[config.mk]
export PLATFORM = sky130hd
export DESIGN_NAME = decimal_number_scanner
export DESIGN_NICKNAME = d
export VERILOG_FILES = /design/src/hdl/dns_pkg.sv /design/src/hdl/dns_front.sv /design/src/hdl/dns_back.sv /design/src/hdl/decimal_number_scanner.sv
export SDC_FILE = /design/constraint.sdc
export NUM_CORES = 1
export LEC_CHECK = 0
export BUFFER_PORTS_ARGS = -buffer_cell sky130_fd_sc_hd__buf_4
export CAP_MARGIN = 20
export CELL_PAD_IN_SITES_DETAIL_PLACEMENT = 1
export CELL_PAD_IN_SITES_GLOBAL_PLACEMENT = 1
export CORE_MARGIN = 4
export CORE_UTILIZATION = 49
export CTS_BUF_LIST = sky130_fd_sc_hd__clkbuf_2 sky130_fd_sc_hd__clkbuf_4 sky130_fd_sc_hd__clkbuf_8
export CTS_CLUSTER_DIAMETER = 200
export DETAILED_ROUTE_END_ITERATION = 8
export MAX_ROUTING_LAYER = met4
export PLACE_DENSITY_LB_ADDON = 0.1
export RECOVER_POWER = 50
export SLEW_MARGIN = 20
export SYNTH_ARGS = -nofsm -noshare
export SYNTH_HDL_FRONTEND = slang
export SYNTH_SLANG_ARGS = --single-unit
[constraint.sdc]
create_clock -name clk_i -period 5.5 [get_ports clk_i]
set_input_delay 0.825 -clock clk_i [delete_from_list [all_inputs] [get_ports clk_i]]
set_output_delay 0.825 -clock clk_i [all_outputs]
set_load 0.005 [all_outputs]
[src/hdl/dns_pkg.sv]
// shared types and constants of the decimal number scanner
// no dependencies

package dns_pkg;

  // largest digit count kept in a mantissa
  localparam int unsigned MaxDigits = 18;

  // depth of the queue between front and back
  localparam int unsigned QueueDepth = 2;

  localparam int unsigned MantW  = 60;
  localparam int unsigned CountW = 5;

  localparam logic [7:0] CharZero  = 8'h30;
  localparam logic [7:0] CharNine  = 8'h39;
  localparam logic [7:0] CharMinus = 8'h2d;
  localparam logic [7:0] CharPoint = 8'h2e;

  typedef enum logic [1:0] {
    ClsDigit,
    ClsMinus,
    ClsPoint,
    ClsOther
  } chr_class_e;

  typedef struct packed {
    logic [7:0] char_code;
    logic       line_end;
  } dns_in_t;

  typedef struct packed {
    logic              negative;
    logic [MantW-1:0]  mantissa;
    logic [CountW-1:0] fraction_digits;
    logic              overflow;
  } dns_out_t;

  // classified character as it travels from front to back
  typedef struct packed {
    chr_class_e cls;
    logic [3:0] digit;
    logic       last;
  } dns_cls_t;

endpackage

[src/hdl/dns_front.sv]
// front part: classifies each input character and queues it for the back part
// depends on dns_pkg

module dns_front import dns_pkg::*; (
  input  logic     clk_i,
  input  logic     rst_ni,
  input  logic     in_valid_i,
  output logic     in_ready_o,
  input  dns_in_t  in_data_i,
  output logic     q_valid_o,
  input  logic     q_pop_i,
  output dns_cls_t q_data_o
);

  localparam int unsigned PtrW = (QueueDepth > 1) ? $clog2(QueueDepth) : 1;
  localparam int unsigned CntW = $clog2(QueueDepth + 1);

  dns_cls_t            mem_q [QueueDepth];
  logic [PtrW-1:0]     wr_ptr_q, wr_ptr_d;
  logic [PtrW-1:0]     rd_ptr_q, rd_ptr_d;
  logic [CntW-1:0]     cnt_q, cnt_d;
  dns_cls_t            cls_entry;
  logic                push, pop;

  // character classes
  always_comb begin
    cls_entry.last  = in_data_i.line_end;
    cls_entry.digit = 4'(in_data_i.char_code - CharZero);
    if (in_data_i.char_code >= CharZero && in_data_i.char_code <= CharNine) begin
      cls_entry.cls = ClsDigit;
    end else if (in_data_i.char_code == CharMinus) begin
      cls_entry.cls = ClsMinus;
    end else if (in_data_i.char_code == CharPoint) begin
      cls_entry.cls = ClsPoint;
    end else begin
      cls_entry.cls = ClsOther;
    end
  end

  assign in_ready_o = (cnt_q != CntW'(QueueDepth));
  assign q_valid_o  = (cnt_q != '0);
  assign q_data_o   = mem_q[rd_ptr_q];
  assign push       = in_valid_i && in_ready_o;
  assign pop        = q_pop_i && q_valid_o;

  always_comb begin
    wr_ptr_d = wr_ptr_q;
    rd_ptr_d = rd_ptr_q;
    if (push) begin
      wr_ptr_d = (wr_ptr_q == PtrW'(QueueDepth - 1)) ? '0 : wr_ptr_q + 1'b1;
    end
    if (pop) begin
      rd_ptr_d = (rd_ptr_q == PtrW'(QueueDepth - 1)) ? '0 : rd_ptr_q + 1'b1;
    end
    cnt_d = cnt_q + CntW'(push) - CntW'(pop);
  end

  always_ff @(posedge clk_i or negedge rst_ni) begin
    if (!rst_ni) begin
      wr_ptr_q <= '0;
      rd_ptr_q <= '0;
      cnt_q    <= '0;
    end else begin
      wr_ptr_q <= wr_ptr_d;
      rd_ptr_q <= rd_ptr_d;
      cnt_q    <= cnt_d;
    end
  end

  always_ff @(posedge clk_i) begin
    if (push) begin
      mem_q[wr_ptr_q] <= cls_entry;
    end
  end

endmodule

[src/hdl/dns_back.sv]
// back part: token state, digit accumulation and the output register
// depends on dns_pkg

module dns_back import dns_pkg::*; (
  input  logic     clk_i,
  input  logic     rst_ni,
  input  logic     q_valid_i,
  output logic     q_pop_o,
  input  dns_cls_t q_data_i,
  output logic     out_valid_o,
  input  logic     out_ready_i,
  output dns_out_t out_data_o
);

  logic              open_q, open_d;
  logic              pflag_q, pflag_d;
  logic              pit_q, pit_d;
  logic              sonly_q, sonly_d;
  logic              sign_q, sign_d;
  logic [MantW-1:0]  acc_q, acc_d;
  logic [CountW-1:0] cnt_q, cnt_d;
  logic [CountW-1:0] frac_q, frac_d;
  logic              long_q, long_d;
  logic              ovalid_q, ovalid_d;
  dns_out_t          odata_q, odata_d;

  logic              is_digit, is_minus, start, fire, emit;
  logic              e_sign, e_sonly, e_open, e_long;
  logic [MantW-1:0]  e_acc;
  logic [CountW-1:0] e_frac;

  // take an entry whenever the output slot is free or drains this cycle
  assign q_pop_o  = q_valid_i && (!ovalid_q || out_ready_i);
  assign fire     = q_pop_o;
  assign is_digit = (q_data_i.cls == ClsDigit);
  assign is_minus = (q_data_i.cls == ClsMinus);
  assign start    = is_digit || (!open_q && is_minus);

  always_comb begin
    open_d  = open_q;
    pflag_d = pflag_q;
    pit_d   = pit_q;
    sonly_d = sonly_q;
    sign_d  = sign_q;
    acc_d   = acc_q;
    cnt_d   = cnt_q;
    frac_d  = frac_q;
    long_d  = long_q;
    emit    = 1'b0;

    if (start) begin
      if (!open_q) begin
        open_d  = 1'b1;
        pit_d   = 1'b0;
        sign_d  = is_minus;
        sonly_d = is_minus;
        acc_d   = '0;
        cnt_d   = '0;
        frac_d  = '0;
        long_d  = 1'b0;
      end
      if (is_digit) begin
        sonly_d = 1'b0;
        if (cnt_d < CountW'(MaxDigits)) begin
          // times ten as two shifts and one add
          acc_d  = (acc_d << 3) + (acc_d << 1) + MantW'(q_data_i.digit);
          cnt_d  = cnt_d + 1'b1;
          frac_d = frac_d + CountW'(pit_d);
        end else begin
          long_d = 1'b1;
          cnt_d  = CountW'(MaxDigits + 1);
        end
      end
      emit = q_data_i.last;
    end else if (q_data_i.cls == ClsPoint && !pflag_q) begin
      pflag_d = 1'b1;
      if (open_q) begin
        pit_d   = 1'b1;
        sonly_d = 1'b0;
      end
    end else begin
      emit    = 1'b1;
      open_d  = 1'b0;
      pit_d   = 1'b0;
      sonly_d = 1'b0;
      sign_d  = 1'b0;
      acc_d   = '0;
      cnt_d   = '0;
      frac_d  = '0;
      long_d  = 1'b0;
      pflag_d = 1'b0;
    end

    // emitted token: updated state on a start, old state on a terminator
    e_open  = start ? open_d  : open_q;
    e_sonly = start ? sonly_d : sonly_q;
    e_sign  = start ? sign_d  : sign_q;
    e_acc   = start ? acc_d   : acc_q;
    e_frac  = start ? frac_d  : frac_q;
    e_long  = start ? long_d  : long_q;

    if (q_data_i.last) begin
      open_d  = 1'b0;
      pit_d   = 1'b0;
      sonly_d = 1'b0;
      sign_d  = 1'b0;
      acc_d   = '0;
      cnt_d   = '0;
      frac_d  = '0;
      long_d  = 1'b0;
      pflag_d = 1'b0;
    end

    odata_d.negative        = e_sign;
    odata_d.mantissa        = e_long ? '0 : e_acc;
    odata_d.fraction_digits = e_long ? '0 : e_frac;
    odata_d.overflow        = e_long;

    ovalid_d = ovalid_q && !out_ready_i;
    if (fire && emit && e_open && !e_sonly) begin
      ovalid_d = 1'b1;
    end
  end

  always_ff @(posedge clk_i or negedge rst_ni) begin
    if (!rst_ni) begin
      open_q   <= 1'b0;
      pflag_q  <= 1'b0;
      pit_q    <= 1'b0;
      sonly_q  <= 1'b0;
      sign_q   <= 1'b0;
      acc_q    <= '0;
      cnt_q    <= '0;
      frac_q   <= '0;
      long_q   <= 1'b0;
      ovalid_q <= 1'b0;
    end else begin
      if (fire) begin
        open_q  <= open_d;
        pflag_q <= pflag_d;
        pit_q   <= pit_d;
        sonly_q <= sonly_d;
        sign_q  <= sign_d;
        acc_q   <= acc_d;
        cnt_q   <= cnt_d;
        frac_q  <= frac_d;
        long_q  <= long_d;
      end
      ovalid_q <= ovalid_d;
    end
  end

  always_ff @(posedge clk_i) begin
    if (fire && emit) begin
      odata_q <= odata_d;
    end
  end

  assign out_valid_o = ovalid_q;
  assign out_data_o  = odata_q;

endmodule

[src/hdl/decimal_number_scanner.sv]
// top level of the decimal number scanner: front classifier, queue and back
// depends on dns_pkg, dns_front, dns_back

// Scans a text line one character per beat and reports each signed decimal
// number as sign, mantissa of all its digits, count of digits after the
// point and an overflow flag for tokens longer than MaxDigits digits. The
// block takes one character per clock cycle while the output is not stalled.
// The character that closes a token passes through the front queue, and its
// result beat then through the back's output register, to the output.
// The rate is set by the back's token update, which folds one digit into the
// mantissa per cycle with a shift-and-add multiply by ten. The front queue
// holds two beats; while the output is stalled the back takes none of them,
// so input stays ready only until both queue entries are full, which while
// streaming is one more character after the stall begins.

module decimal_number_scanner import dns_pkg::*; (
  input  logic     clk_i,
  input  logic     rst_ni,
  // character beats
  input  logic     in_valid_i,
  output logic     in_ready_o,
  input  dns_in_t  in_data_i,
  // number beats
  output logic     out_valid_o,
  input  logic     out_ready_i,
  output dns_out_t out_data_o
);

  // queue between front and back
  logic     q_valid;
  logic     q_pop;
  dns_cls_t q_data;

  // classify and queue
  dns_front u_front (
    .clk_i      (clk_i),
    .rst_ni     (rst_ni),
    .in_valid_i (in_valid_i),
    .in_ready_o (in_ready_o),
    .in_data_i  (in_data_i),
    .q_valid_o  (q_valid),
    .q_pop_i    (q_pop),
    .q_data_o   (q_data)
  );

  // token state and result register
  dns_back u_back (
    .clk_i       (clk_i),
    .rst_ni      (rst_ni),
    .q_valid_i   (q_valid),
    .q_pop_o     (q_pop),
    .q_data_i    (q_data),
    .out_valid_o (out_valid_o),
    .out_ready_i (out_ready_i),
    .out_data_o  (out_data_o)
  );

endmodule
Yosys cells after proc, flatten, opt, wreduce, memory -nomap -nowiden
Memories as Yosys holds them, arrays and structs flattened. Index checks and enable logic that the tools add are counted.

Memories kept: 1. Bits in writable memories: 14. Output and inout bits: 69. Word-level logic and storage cells: 125. Register bits: 148. Bits of input ports: 13.

Equality and inequality tests: 8. Add/sub/neg operators: 9. Mux-type cells: 65. Order comparisons: 3. Reductions and logical operators: 22.

Memories: u_front.mem_q (words 2, width 7, rd ports 1, clocked after memory_dff 0, wr ports 1, RTL line dns_front.sv:18) `dns_cls_t mem_q [QueueDepth];`.

Operators by type and width (count): 60-bit 2-to-1 mux (8); 5-bit 2-to-1 mux (15); 60-bit by 4-bit adder with 60-bit output (1); 60-bit adder (1); 1-bit 2-to-1 mux (40); 8-bit by 6-bit equality test with 1-bit output, second input constant (2); 1-bit logical AND (10); 8-bit by 6-bit greater-or-equal comparator with 1-bit output, second input constant (1); 8-bit by 6-bit less-or-equal comparator with 1-bit output, second input constant (1); 2-bit AND reduction (3); 5-bit by 1-bit adder with 5-bit output (1); 5-bit by 1-bit adder with 5-bit output, second input constant (1); 1-bit zero test (5); 5-bit less-than comparator, second input constant (1); 2-bit 2-to-1 mux (2); 4-bit by 1-bit != test with 1-bit output, second input constant (1); 4-bit by 1-bit subtractor with 4-bit output, second input constant (1); 3-bit by 1-bit != test with 1-bit output, second input constant (1); 1-bit adder, second input constant (2); 2-bit by 1-bit adder with 2-bit output (1); 2-bit by 1-bit equality test with 1-bit output, second input constant (1); 2-bit equality test, second input constant (1); 2-bit zero test (1); 1-bit logical OR (2); 4 further kinds (4).

Logic depth before layout (Yosys ltp)
An unclocked memory read counts as a cell.

Word-level depth: 11. Mapped depth: 18. Gate-level depth less buffers: 16.

Hierarchy
From an unflattened synthesis, not the netlist that was laid out.

Cell total of the unflattened synthesis: 1220. Area, all modules: 11474.8 µm².

By module, submodules not included: dns_back (cells an instance 1173, times used 1, seq. area each 3938.8 µm², area each 10720.3 µm²); dns_front (cells an instance 47, times used 1, seq. area each 520.5 µm², area each 754.5 µm²).

Least setup slack after synthesis
Ideal clock, no wire load.

Path kind: input to register. Start: in out_ready_i. End: reg u_back.ovalid_q, in the netlist u_back.out_valid_o. Data required time: 5.418 ns. Setup slack: 0.796 ns. Arrival time: 4.622 ns. Stages on the path: 7. Library setup time: 0.082 ns. Buffers on the path: 0. Cells stage by stage: nand2b_1 o21ai_1 inv_1 nand2_1 nor2_1 o21ai_0 nand2_1.

Longest elaborated chain between the ends: 6. Elaborated cells on any way between the ends: 8. Classes of those cells: 1 x mux; 7 x reduce/logical.

RTL lines: from (decl) (RTL line decimal_number_scanner.sv:25) `input logic out_ready_i,`; 1-bit logical OR (RTL line dns_back.sv:33) `assign q_pop_o = q_valid_i && (!ovalid_q || out_ready_i);`; 1-bit logical AND (RTL line dns_back.sv:33); named net q_pop (RTL line decimal_number_scanner.sv:31) `logic q_pop;`; 1-bit logical AND (3 in a row) (RTL line dns_back.sv:120) `if (fire && emit && e_open && !e_sonly) begin`; 1-bit 2-to-1 mux (RTL line dns_back.sv:120); named net u_back.ovalid_d (RTL line dns_back.sv:24) `logic ovalid_q, ovalid_d;`; to (signal assigned) (RTL line dns_back.sv:149) `ovalid_q <= ovalid_d;`; to (decl) (RTL line dns_back.sv:24).

The timed path passes the listed nets, and every way through them passes these cells. A chain may end at the register's enable or synchronous reset.

Worst setup path in the final report
Start: reg u_back.open_q. End: reg u_back.odata_q, in the netlist u_back.out_data_o[58], data pin.

Longest elaborated chain between the ends: 8. Elaborated cells on any way between the ends: 19. Classes of those cells: 2 x add/sub; 1 x order compare; 13 x mux; 3 x reduce/logical.

RTL lines: from (decl) (RTL line dns_back.sv:15) `logic open_q, open_d;`; from (signal assigned) (RTL line dns_back.sv:139) `open_q <= open_d;`; 60-bit 2-to-1 mux (RTL line dns_back.sv:52) `if (!open_q) begin`; 60-bit 2-to-1 mux (RTL line dns_back.sv:51) `if (start) begin`; 60-bit adder (RTL line dns_back.sv:66) `acc_d = (acc_d << 3) + (acc_d << 1) + MantW'(q_data_i.digit);`; 60-bit by 4-bit adder with 60-bit output (RTL line dns_back.sv:66); 60-bit 2-to-1 mux (RTL line dns_back.sv:64) `if (cnt_d < CountW'(MaxDigits)) begin`; 60-bit 2-to-1 mux (RTL line dns_back.sv:62) `if (is_digit) begin`; 60-bit 2-to-1 mux (RTL line dns_back.sv:51); 60-bit 2-to-1 mux (RTL line dns_back.sv:98) `e_acc = start ? acc_d : acc_q;`; to (signal assigned) (RTL line dns_back.sv:155) `odata_q <= odata_d;`; to (decl) (RTL line dns_back.sv:25) `dns_out_t odata_q, odata_d;`.

Several ways; a longest one is shown, not always the timed one. The select of a mux whose other input is x is not followed.

==> flow_summary.toml <==
[place]
dp_hpwl_um = 25200
globalplace.congestion = 0.929
dpl_cell_area_um2 = 12400
place_inst = 1593
port-buffer-count = 81

[die]
start_util_pct = 50.4
dieArea_um2 = 26000
io_pins = 82
core_area_um2 = 22800
rows = 55
die_w_um = 161
die_h_um = 161

[global_routing]
grt_pass1_wl_um = 55000
grt_pass1_vias = 10200
gr-total-overflow = 0
antenna_found_initial = 0
grt_usage_pct = 26.9
grt_max_degree = 53

[power_and_ir_drop]
internal_power_mw = 2.45
power_density_nw_per_um2 = 324
p_clk_share_pct = 23.1
switching_power_mw = 1.67
vdd_drop_max_mv = 0.285
seqPwrFrac_pct = 44.5
swShare_pct = 40.5
p_comb_share_pct = 32.4
power_mw = 4.12
p_leak_nw = 5.83

[clock_network]
clkLatencyLatePin_ns = 0.50
clockBufferDepth = 2
htreeDepth = 4
cts_made_buffers = 17
cts_tree = "built"
cts.reportedPaths.clkPinSlew_ns = 0.12
cts_hold_buf = 0
cts_root_buffer = "clkbuf_8"
cts_resized = 0
cts_sinks = 162
cts_setup_buffers = 0

[logic_synthesis]
async_flop_share_pct = 50.0
postSynthAreaPerCell_um2 = 9.21
ys_warn_count = 0
synthFlopType = "edfxtp_1"
synth_area_leaders = "edfxtp_1 21%, dfrtp_1 18%, ha_1 13%"
synth_edf_count = 81
synth_cell_types = 69
synth_most_common_cell = "nand2_1"
yosysTopAreaCellShare_pct = 21.1
ys_seq_area_share_pct = 38.7
synth_common_cells = "167 x nand2_1, 119 x ha_1, 109 x a21oi_1, 84 x nor2_1"
synth_top_cell_by_area = "edfxtp_1"
ys_ff_latch = 162
synthCells = 1250
syn_nets = 1384
syn_area_um2 = 11500

[critical_path]
worstSetupEndpointType = "flop"
r2r_cells = 13
critPathRequiredTime_ns = 5.75
r2r_end = "u_back.out_data_o[58]"
rrSetupSlack_ns = 0.87
r2r-start = "u_back.open_q"
startpoint_type = "flop"
crit_arrival_ns = 4.88
crit_fanout = 39
criticalPathCategory = "flop to flop"

[sta]
skew_ns = 0.0247
slew_headroom_pct = -20.1
finalCritPeriodShare_pct = 84.1
hold_viol = 0
finalSetupViolCount = 0
tightest_slew_ns = 1.80
slew_violations = 64
max_freq_mhz = 216
rsz0062_at_grt = "false"
finalSetupTns_ns = 0
period_needed_ns = 4.63
hold_slack_ns = 0.500

[route]
antenna_left = 0
first_pass_iters = 5
avgViaCountPerCell = 6.01
dr_total_vias = 9766
wl_um = 33400
drtIter0Drc = 499
drc_errors = 0
post_drt_wl_per_cell_um = 20.6

[finish]
register_area_um2 = 4460
multi_input_area_um2 = 6710
instances_no_fill = 1625
final_area_um2 = 12700
fill_cells = 2703
drive_gt1_share_pct = 9.30
antenna_cells = 0
nets = 1433
synthToLayoutAreaGrowth_pct = 10.3

[worst_hold_path]
min_path_cells = 2
hold_class = "flop to flop"
worstHoldEndpoint = "u_back.sonly_q"
min_from = "u_back.sonly_q"

[flow_run]
cap_violations = 2

[outcome]
violations = "max-capacitance violations, max-slew violations"
outcome = "finished with violations"
-- worst max-delay path by stage --
| stage | start | endpoint | slack, ns | cells after the start |
|---|---|---|---|---|
| finish | u_back.open_q | u_back.out_data_o[58] | 0.87 | 13 |
| detailed placement | u_back.open_q | u_back.out_data_o[60] | 1.28 | 13 |
| global placement | u_back.open_q | u_back.out_data_o[58] | 1.33 | 13 |
| CTS | u_back.open_q | u_back.out_data_o[63] | 1.25 | 14 |
| floorplan | out_ready_i | u_back.out_valid_o | 0.80 | 7 |
| global route | u_back.open_q | u_back.out_data_o[64] | 0.50 | 13 |
-- power by group through the flow --
stage	registers, mW	clock network [mW]	logic, mW
final	1.83	0.952	1.33
after global routing	1.87	1.02	1.45
after CTS	1.85	0.967	1.42
after detailed placement	1.87	0	1.42
after global placement	1.86	0	1.38
after floorplan	1.86	0	0.657
-- worst max-delay path, stage by stage (launching register included) --
cell      delay, ns
dfrtp_1        1.09
nand2_1        0.24
fa_1           0.59
fa_1           0.47
nand2b_1       0.19
a21oi_1        0.25
o21ai_1        0.14
a21oi_1        0.17
o31a_1         0.26
o31ai_4        0.09
o211ai_2       0.31
a31oi_1        0.18
xnor2_1        0.17
a22o_1         0.20
-- per-layer routing --
| metal | routed length, um | global-route usage, % | part of all wire [%] |
|---|---|---|---|
| met5 | 0 | - | 0 |
| met3 | 1230 | 3.42 | 3.7 |
| met4 | 747 | 7.48 | 2.2 |
| met1 | 15800 | 35.6 | 47 |
| met2 | 15600 | 43.8 | 47 |
-- cells in the final DEF (no fill, tap or decap), drive strengths merged, types with 10 or more instances in the layout --
cell type / n
o21bai: 17
inv: 38
nand2: 167
dfrtp: 81
a21oi: 110
and2: 68
buf: 17
a21o: 24
a31oi: 10
a211oi: 14
nand4: 18
edfxtp: 81
a22oi: 16
xor2: 22
nor3: 11
xnor2: 37
nand3: 17
a22o: 52
o31ai: 15
nor2: 84
clkbuf: 95
and3: 13
o21ai: 91
ha: 119
-- cells by family (layout without fill, tap and decap cells) --
group | count (synthesis) | in the layout | share of synthesized area [%]
AO/OA/AOI/OAI | 389 | 389 | 22.2
XOR/XNOR | 59 | 59 | 4.49
flip-flops | 162 | 162 | 38.7
adder cells (fa/ha/maj) | 121 | 121 | 13.3
buffers and inverters | 94 | 156 | 3.29
multiplexers | 13 | 13 | 1.18
AND/OR/NAND/NOR | 412 | 412 | 16.9
-- per-stage QoR --
stage | setup slack (ns) | util (%)
finish | 0.875 | 55.6
global route | 0.497 | 55.6
CTS | 1.25 | 56.0
detailed placement | 1.28 | 54.2
global placement | 1.33 | 54.2
floorplan | 0.796 | -
-- area by class of cell --
| cell class | instances | share of cell area [%] |
|---|---|---|
| Inverter | 29 | 0.857 |
| Clock inverter | 15 | 1.42 |
| Clock buffer | 17 | 1.84 |
| Sequential cell | 162 | 35.1 |
| Tap cell | 313 | 3.08 |
| Multi-Input combinational cell | 994 | 52.9 |
| Timing Repair Buffer | 95 | 4.83 |
-- flip-flops by register name (all words and copies together), names as in the netlist --
register            cells
u_front.rd_ptr_q        1
u_back.long_q           1
u_back.open_q           1
u_back.out_valid_o      1
u_front.mem_q          14
u_front.wr_ptr_q        1
u_back.frac_q           5
u_back.pit_q            1
u_front.cnt_q           2
u_back.sonly_q          1
u_back.out_data_o      67
u_back.pflag_q          1
u_back.acc_q           60
u_back.sign_q           1
u_back.cnt_q            5
Note: power is estimated with default switching activity, not from simulation.
